File: src/rtl/lsc_pkg.sv
// Package: widths, types and helpers of the Latin square checker
`timescale 1ns / 1ps
package lsc_pkg;

  localparam int MAX_ORDER = 64;
  localparam int IDX_W     = (MAX_ORDER > 1) ? $clog2(MAX_ORDER) : 1;
  localparam int ORDER_W   = 7;
  localparam int SYM_W     = 8;
  localparam int WID_A     = (ORDER_W > IDX_W) ? ORDER_W : IDX_W;
  localparam int CMP_W     = ((WID_A > SYM_W) ? WID_A : SYM_W) + 1;

  typedef logic [MAX_ORDER-1:0] map_t;
  typedef logic [IDX_W-1:0]     idx_t;
  typedef logic [ORDER_W-1:0]   order_t;
  typedef logic [SYM_W-1:0]     sym_t;
  typedef logic [CMP_W-1:0]     cmp_t;

  typedef struct packed {
    map_t sym_bit;
    idx_t col;
    logic first_row;
    logic fail;
    logic last;
  } cell_op_t;

  typedef struct packed {
    logic s1_valid;
    logic s1_last;
  } check_status_t;

  function automatic cmp_t side_length(input order_t order);
    cmp_t n;
    n = cmp_t'(order);
    if (n == '0) begin
      n = cmp_t'(1);
    end else if (n > cmp_t'(MAX_ORDER)) begin
      n = cmp_t'(MAX_ORDER);
    end
    return n;
  endfunction

endpackage

File: src/rtl/lsc_cell_if.sv
// Interfaces: cell input channel and verdict output channel
`timescale 1ns / 1ps
interface lsc_cell_if;
  logic              valid;
  logic              ready;
  lsc_pkg::sym_t     cell_value;

  modport source (output valid, output cell_value, input ready);
  modport sink (input valid, input cell_value, output ready);
endinterface


File: src/rtl/lsc_front.sv
// Front stage: order register, cell indices, row bitmap and column read issue
`timescale 1ns / 1ps
module lsc_front (
  input  logic                clk,
  input  logic                rst,
  input  logic                order_we,
  input  lsc_pkg::order_t     order_wdata,
  lsc_cell_if.sink            cells,
  input  logic                accept_ok,
  output logic                op_valid,
  output lsc_pkg::cell_op_t   op
);
  import lsc_pkg::*;

  order_t order;
  idx_t   col_index;
  idx_t   row_index;
  map_t   row_seen;

  cmp_t   n;
  idx_t   col_c;
  logic   in_range;
  map_t   sym_bit;
  logic   col_last;
  logic   row_last;
  idx_t   col_index_next;
  idx_t   row_index_next;
  map_t   row_seen_next;

  assign cells.ready = accept_ok;
  assign op_valid    = cells.valid && accept_ok;

  always_comb begin
    n        = side_length(order);
    col_c    = (cmp_t'(col_index) >= n) ? idx_t'(n - cmp_t'(1)) : col_index;
    in_range = cmp_t'(cells.cell_value) < n;
    sym_bit  = in_range ? (map_t'(1) << cells.cell_value) : '0;
    col_last = (cmp_t'(col_c) + cmp_t'(1)) >= n;
    row_last = (cmp_t'(row_index) + cmp_t'(1)) >= n;

    op.sym_bit   = sym_bit;
    op.col       = col_c;
    op.first_row = (row_index == '0);
    op.fail      = !in_range || ((row_seen & sym_bit) != '0);
    op.last      = col_last && row_last;

    col_index_next = col_last ? '0 : idx_t'(col_c + idx_t'(1));
    row_seen_next  = col_last ? '0 : (row_seen | sym_bit);
    if (!col_last) begin
      row_index_next = row_index;
    end else if (row_last) begin
      row_index_next = '0;
    end else begin
      row_index_next = idx_t'(row_index + idx_t'(1));
    end
  end

  always_ff @(posedge clk) begin
    if (rst) begin
      order <= order_t'(1);
    end else if (order_we) begin
      order <= order_wdata;
    end
  end

  always_ff @(posedge clk) begin
    if (rst || order_we) begin
      col_index <= '0;
      row_index <= '0;
      row_seen  <= '0;
    end else if (op_valid) begin
      col_index <= col_index_next;
      row_index <= row_index_next;
      row_seen  <= row_seen_next;
    end
  end

endmodule

File: src/flat_wrapper.sv
// flat-port wrapper written by rule: the top's interface ports become plain ports
module lsc_front_flat import lsc_pkg::*;
  (clk, rst, order_we, order_wdata, accept_ok, op_valid, op, cells_valid, cells_cell_value, cells_ready);
  lsc_cell_if cells_i ();
  input  logic clk;
  input  logic rst;
  input  logic order_we;
  input  lsc_pkg::order_t order_wdata;
  input  logic accept_ok;
  output logic op_valid;
  output lsc_pkg::cell_op_t op;
  input wire logic [$bits(cells_i.valid)-1:0] cells_valid;
  input wire logic [$bits(cells_i.cell_value)-1:0] cells_cell_value;
  output wire logic [$bits(cells_i.ready)-1:0] cells_ready;
  assign cells_i.valid = cells_valid;
  assign cells_i.cell_value = cells_cell_value;
  assign cells_ready = cells_i.ready;
  lsc_front u_core (.clk(clk), .rst(rst), .order_we(order_we), .order_wdata(order_wdata), .cells(cells_i), .accept_ok(accept_ok), .op_valid(op_valid), .op(op));
endmodule
File: config.mk
export PLATFORM = sky130hd
export DESIGN_NAME = lsc_front_flat
export DESIGN_NICKNAME = d
export VERILOG_FILES = /design/src/rtl/lsc_pkg.sv /design/src/rtl/lsc_cell_if.sv /design/src/rtl/lsc_front.sv /design/src/flat_wrapper.sv
export SDC_FILE = /design/constraint.sdc
export NUM_CORES = 1
export LEC_CHECK = 0
export BUFFER_PORTS_ARGS = -buffer_cell sky130_fd_sc_hd__buf_2
export CAP_MARGIN = 20
export CORE_MARGIN = 3
export CORE_UTILIZATION = 50
export CTS_BUF_LIST = sky130_fd_sc_hd__clkbuf_16
export CTS_CLUSTER_DIAMETER = 200
export DETAILED_ROUTE_END_ITERATION = 10
export GPL_TIMING_DRIVEN = 0
export PLACE_DENSITY = 0.73
export SETUP_SLACK_MARGIN = 0.2
export SYNTH_ARGS = -nofsm -noshare
export SYNTH_HDL_FRONTEND = slang
export SYNTH_SLANG_ARGS = --single-unit
File: constraint.sdc
create_clock -name clk -period 6.4 [get_ports clk]
set_input_delay 1.28 -clock clk [delete_from_list [all_inputs] [get_ports clk]]
set_output_delay 1.28 -clock clk [all_outputs]
set_load 0.005 [all_outputs]
* Yosys cells after proc, flatten, opt, wreduce, memory -nomap -nowiden
Index checks and enable logic that the tools add are counted.
** Storage, ports and cells
- Logic and storage cells :: 33
- Register bits :: 83
- Output and inout bits :: 75
- Bits in latches :: 0
- ROM bits :: 0
- Input bits :: 20
- Memories kept :: 0
- RAM bits :: 0
** Operators by class
- Divide/modulo/power cells :: 0
- Shift-type cells :: 1
- $lt $le $gt $ge :: 5
- Add/sub/neg operators :: 5
- Bitwise logic cells :: 2
- Multipliers :: 0
- Equality and inequality tests :: 0
- Reductions and logical operators :: 9
- Mux-type cells :: 7
** Operators with widths (number)
- 2-to-1 mux 64 bit :: 2
- AND 64 bit :: 1
- OR 64 bit :: 1
- nonzero test 64 bit :: 1
- left shift 1 x 8 -> 64 bit, first input constant :: 1
- 2-to-1 mux 6 bit :: 3
- adder 6 x 1 -> 7 bit, second input constant :: 2
- greater-or-equal comparator 7 bit :: 2
- 2-to-1 mux 7 bit :: 2
- adder 6 x 1 -> 6 bit, second input constant :: 2
- less-than comparator 8 x 7 -> 1 bit :: 1
- greater-or-equal comparator 6 x 7 -> 1 bit :: 1
- greater-than comparator 7 bit, second input constant :: 1
- logical NOT 7 bit :: 1
- logical NOT 6 bit :: 1
- subtractor 6 x 1 -> 6 bit, second input constant :: 1
- logical AND 1 bit :: 2
- logical OR 1 bit :: 2
- AND reduction 2 bit :: 1
- logical NOT 1 bit :: 1

* Depth between registers and ports, before layout
- Depth after elaboration :: 8
- Depth in mapped cells :: 21
- Mapped depth without buffers :: 18

* Worst setup path before layout
Ideal clock, no wire load.
- Path type :: flip-flop to output port
- From :: register u_core.order[3]
- To :: output op[0] (netlist name)
- Path slack :: 1.350 ns
- Required time :: 5.120 ns
- Buffers on the path :: 1
- Stages on the path, launching flop included :: 18
- Arrival time :: 3.770 ns
- Path through :: dfxtp_1 > nor3_1 > nor3b_1 > o21ai_0 > inv_1 > ha_1 > nor2b_1 > o21ai_0 > a2bb2oi_1 > buf_2 > mux2_2 > ha_1 > nand2_1 > nor3_1 > ha_1 > and3_1 > a221oi_2 > nor2_1
** RTL lines
- start, declared :: RTL line lsc_front.sv:15 : order_t order;
- start signal, assigned :: RTL line lsc_front.sv:60 : order <= order_t'(1);
- start signal, assigned :: RTL line lsc_front.sv:62 : order <= order_wdata;
- end, declared :: RTL line flat_wrapper.sv:11 : output lsc_pkg::cell_op_t op;

==> results.cfg <==
[run_status]
status = finished clean

[worst_setup_path]
crit_required_ns = 5.12
crit_chain = nor3_2 -> nor3b_1 -> o21ai_2 -> inv_1 -> ha_1 -> nor2b_1 -> o21ai_0 -> a2bb2oi_2 -> clkbuf_4 -> mux2_2 -> ha_1 -> xor2_1 -> ha_1 -> o21ai_0 -> o21bai_1 -> a221oi_4 -> nor2_1 -> buf_2
crit_top_cell = ha_1
cp.arrival_ns = 4.58
cp_slowest_stage_delay_ns = 0.40
end_kind = output pin
path_delay_family = compound AO/OA/AOI/OAI gates
cp_max_fo = 10
cp_slowest_cell = mux2_2
start_kind = flop
critPathKind = flop to output pin
path_buf_inv = 3

[global_routing]
overflow = 0
grt_max_degree = 17
grt_pass1_wl_mm = 26.9
grt.total_usage = 0.305
grt_pass1_vias = 5018
antenna_found_initial = 0

[clocking]
cts_buffers = 9
htree_levels = 3
cts-root-buf = clkbuf_16
hold_buffers = 0
cts_tree = done
clock_path_buffers = 2
clkTransAtPathRegs_ns = 0.07
clk_latency_ns = 0.34
clkSinkCount = 83

[yosys]
syn_area_um2 = 4960
synth.ff_latch_count = 83
syn_area_per_cell_um2 = 7.69
yosysMostFrequentCell = nor2_1
netlist_top_cells_count = nor2_1, dfxtp_1, a21oi_1
synth_top_area_cell = dfxtp_1
yosys_warnings = 0
syn_inst = 645
syn_nets = 695
synthDominantCellAreaShare = 0.335
yosys-top-cells-area = dfxtp_1, nor2_1, ha_1
async_reset_ff_frac = 0
yosysUniqueCellTypes = 68
synth-edff-count = 0
ys.flop_type = dfxtp_1
synth_seq_area_share = 0.335

[detailed_routing]
via_per_inst = 5.97
route.detailed.drc = 0
antenna_left = 0
drt_first_pass_iters = 6
detail_route.wl_per_cell_um = 19.3
drt_iter0_markers = 490
vias = 5293
wl_mm = 17.2

[floorplanning]
row_count = 35
die_x_um = 106
start_util = 0.524
fp.coreArea_um2 = 9460
dieArea_um2 = 11200
fp.dieH_um = 106
ios = 95

[hold_path]
min_path_type = flop to flop

[finish]
fin_nets = 803
fill_cells = 859
area_delta_synth_final_pct = 20.9
drive_gt1_frac = 0.211
design_area_um2 = 6000
stdcell_count = 887
n_antenna_cell = 0

[timing]
setup_viol = 0
finalCriticalPeriod_ns = 5.86
tns_ns = 0
finalClockSkew_ns = 0.00622
drv_slew = 0
rsz0062_at_grt = no
period_share = 0.915
worstMarginPinSlew_ns = 1.15
relSlewSlack = 0.220
hold_violations = 0
clock.fmax_ghz = 0.171

[power_and_ir_drop]
p_int_uw = 989
worst_ir_drop_vdd_mv = 0.152
p_sw_uw = 382
power.total_uw = 1370
combPwrFrac = 0.157
pwr-share-clk = 0.460
switching_share = 0.278
p_seq_frac = 0.383
power_density_nw_per_um2 = 229
leakagePower_uw = 0.00243

[run]
drv_cap = 0

[placement]
hpwl_mm = 12.7
place_congestion = 0.980
portBuffers = 92
placed_area_um2 = 5600
dp_cells = 869
[final timing paths]
check / from / to / slack, ns / cells after the start
worst min-delay path: u_core.row_seen[6] / u_core.row_seen[6] / 0.47 / 2
worst max register to register: u_core.order[2] / u_core.row_seen[58] / 1.24 / 21
worst max-delay path: u_core.order[2] / op[0] / 0.54 / 18
worst min register to register: u_core.row_seen[6] / u_core.row_seen[6] / 0.47 / 2
[registers in the layout (all words and copies together), names as in the netlist]
signal,flops
u_core.order,7
u_core.row_index,6
u_core.col_index,6
u_core.row_seen,64
[timing repair]
action	4_1_cts	5_1_grt
pin swaps	0	1
buffers inserted	0	2
endpoints found under the hold margin	0	0
resized for setup	1	5
endpoints found under the setup margin	1	1
[cells in the final DEF (no fill, tap or decap), drive strengths merged, types with 4 or more instances in the layout]
| cell type | count |
|---|---|
| and2 | 4 |
| nor2b | 6 |
| inv | 18 |
| nor4 | 5 |
| a32o | 5 |
| nand2 | 41 |
| nand2b | 8 |
| nand4 | 6 |
| a31oi | 8 |
| mux2 | 7 |
| ha | 30 |
| a2111oi | 4 |
| a21oi | 69 |
| o211ai | 7 |
| o22ai | 4 |
| nand3 | 20 |
| and3 | 7 |
| nor2 | 168 |
| a22oi | 10 |
| a21o | 6 |
| nand3b | 4 |
| buf | 117 |
| nor3 | 12 |
| xnor2 | 6 |
| or2 | 4 |
| o21ai | 15 |
| nor3b | 4 |
| dfxtp | 83 |
| clkbuf | 23 |
| mux2i | 13 |
[stage by stage]
| stage | worst slack, ns | hold WS (ns) | utilization |
|---|---|---|---|
| after floorplan | 1.35 | 0.429 | - |
| after global placement | 0.552 | 0.447 | 0.590 |
| after detailed placement | 0.451 | 0.448 | 0.592 |
| after CTS | 0.202 | 0.467 | 0.629 |
| after global routing | 0.208 | 0.482 | 0.634 |
| final | 0.545 | 0.471 | 0.634 |
[power by group through the flow]
stage               combinational [µW]  sequential (µW)  clock (µW)
finish                             215              525         630
global route                       234              525         649
CTS                                195              524         630
detailed placement                 194              536           0
global placement                   189              536           0
floorplan                          133              535           0
[kinds of logic (layout without fill, tap and decap cells)]
kind of cell	Yosys count	in the layout	synth area share
simple gates	304	304	0.286
compound gates	149	149	0.201
flops	83	83	0.335
buf+inv	50	163	0.0441
fa+ha+maj	30	30	0.0757
mux	20	20	0.0421
xor+xnor	9	9	0.0159
[tightest hold or removal path, stage by stage (launching register included)]
cell	delay (ns)
dfxtp_1	0.33
a21oi_1	0.04
nor2_1	0.07
[routing by layer]
metal / routed length (µm) / GRT usage
met5: 0 / 0
met4: 523 / 0.123
met3: 1230 / 0.0429
met2: 8380 / 0.530
met1: 7030 / 0.378
[layout make-up]
class | instances | area (µm²) | area share
sequential | 83 | 1660 | 0.277
multi-input combinational | 512 | 3110 | 0.518
timing repair buffer | 97 | 490 | 0.0818
buffer | 34 | 161 | 0.0269
clock buffer | 9 | 225 | 0.0376
clock inverter | 7 | 130 | 0.0217
tap | 129 | 161 | 0.0269
inverter | 16 | 60.1 | 0.0100
Note: power is estimated with default switching activity, not from simulation.
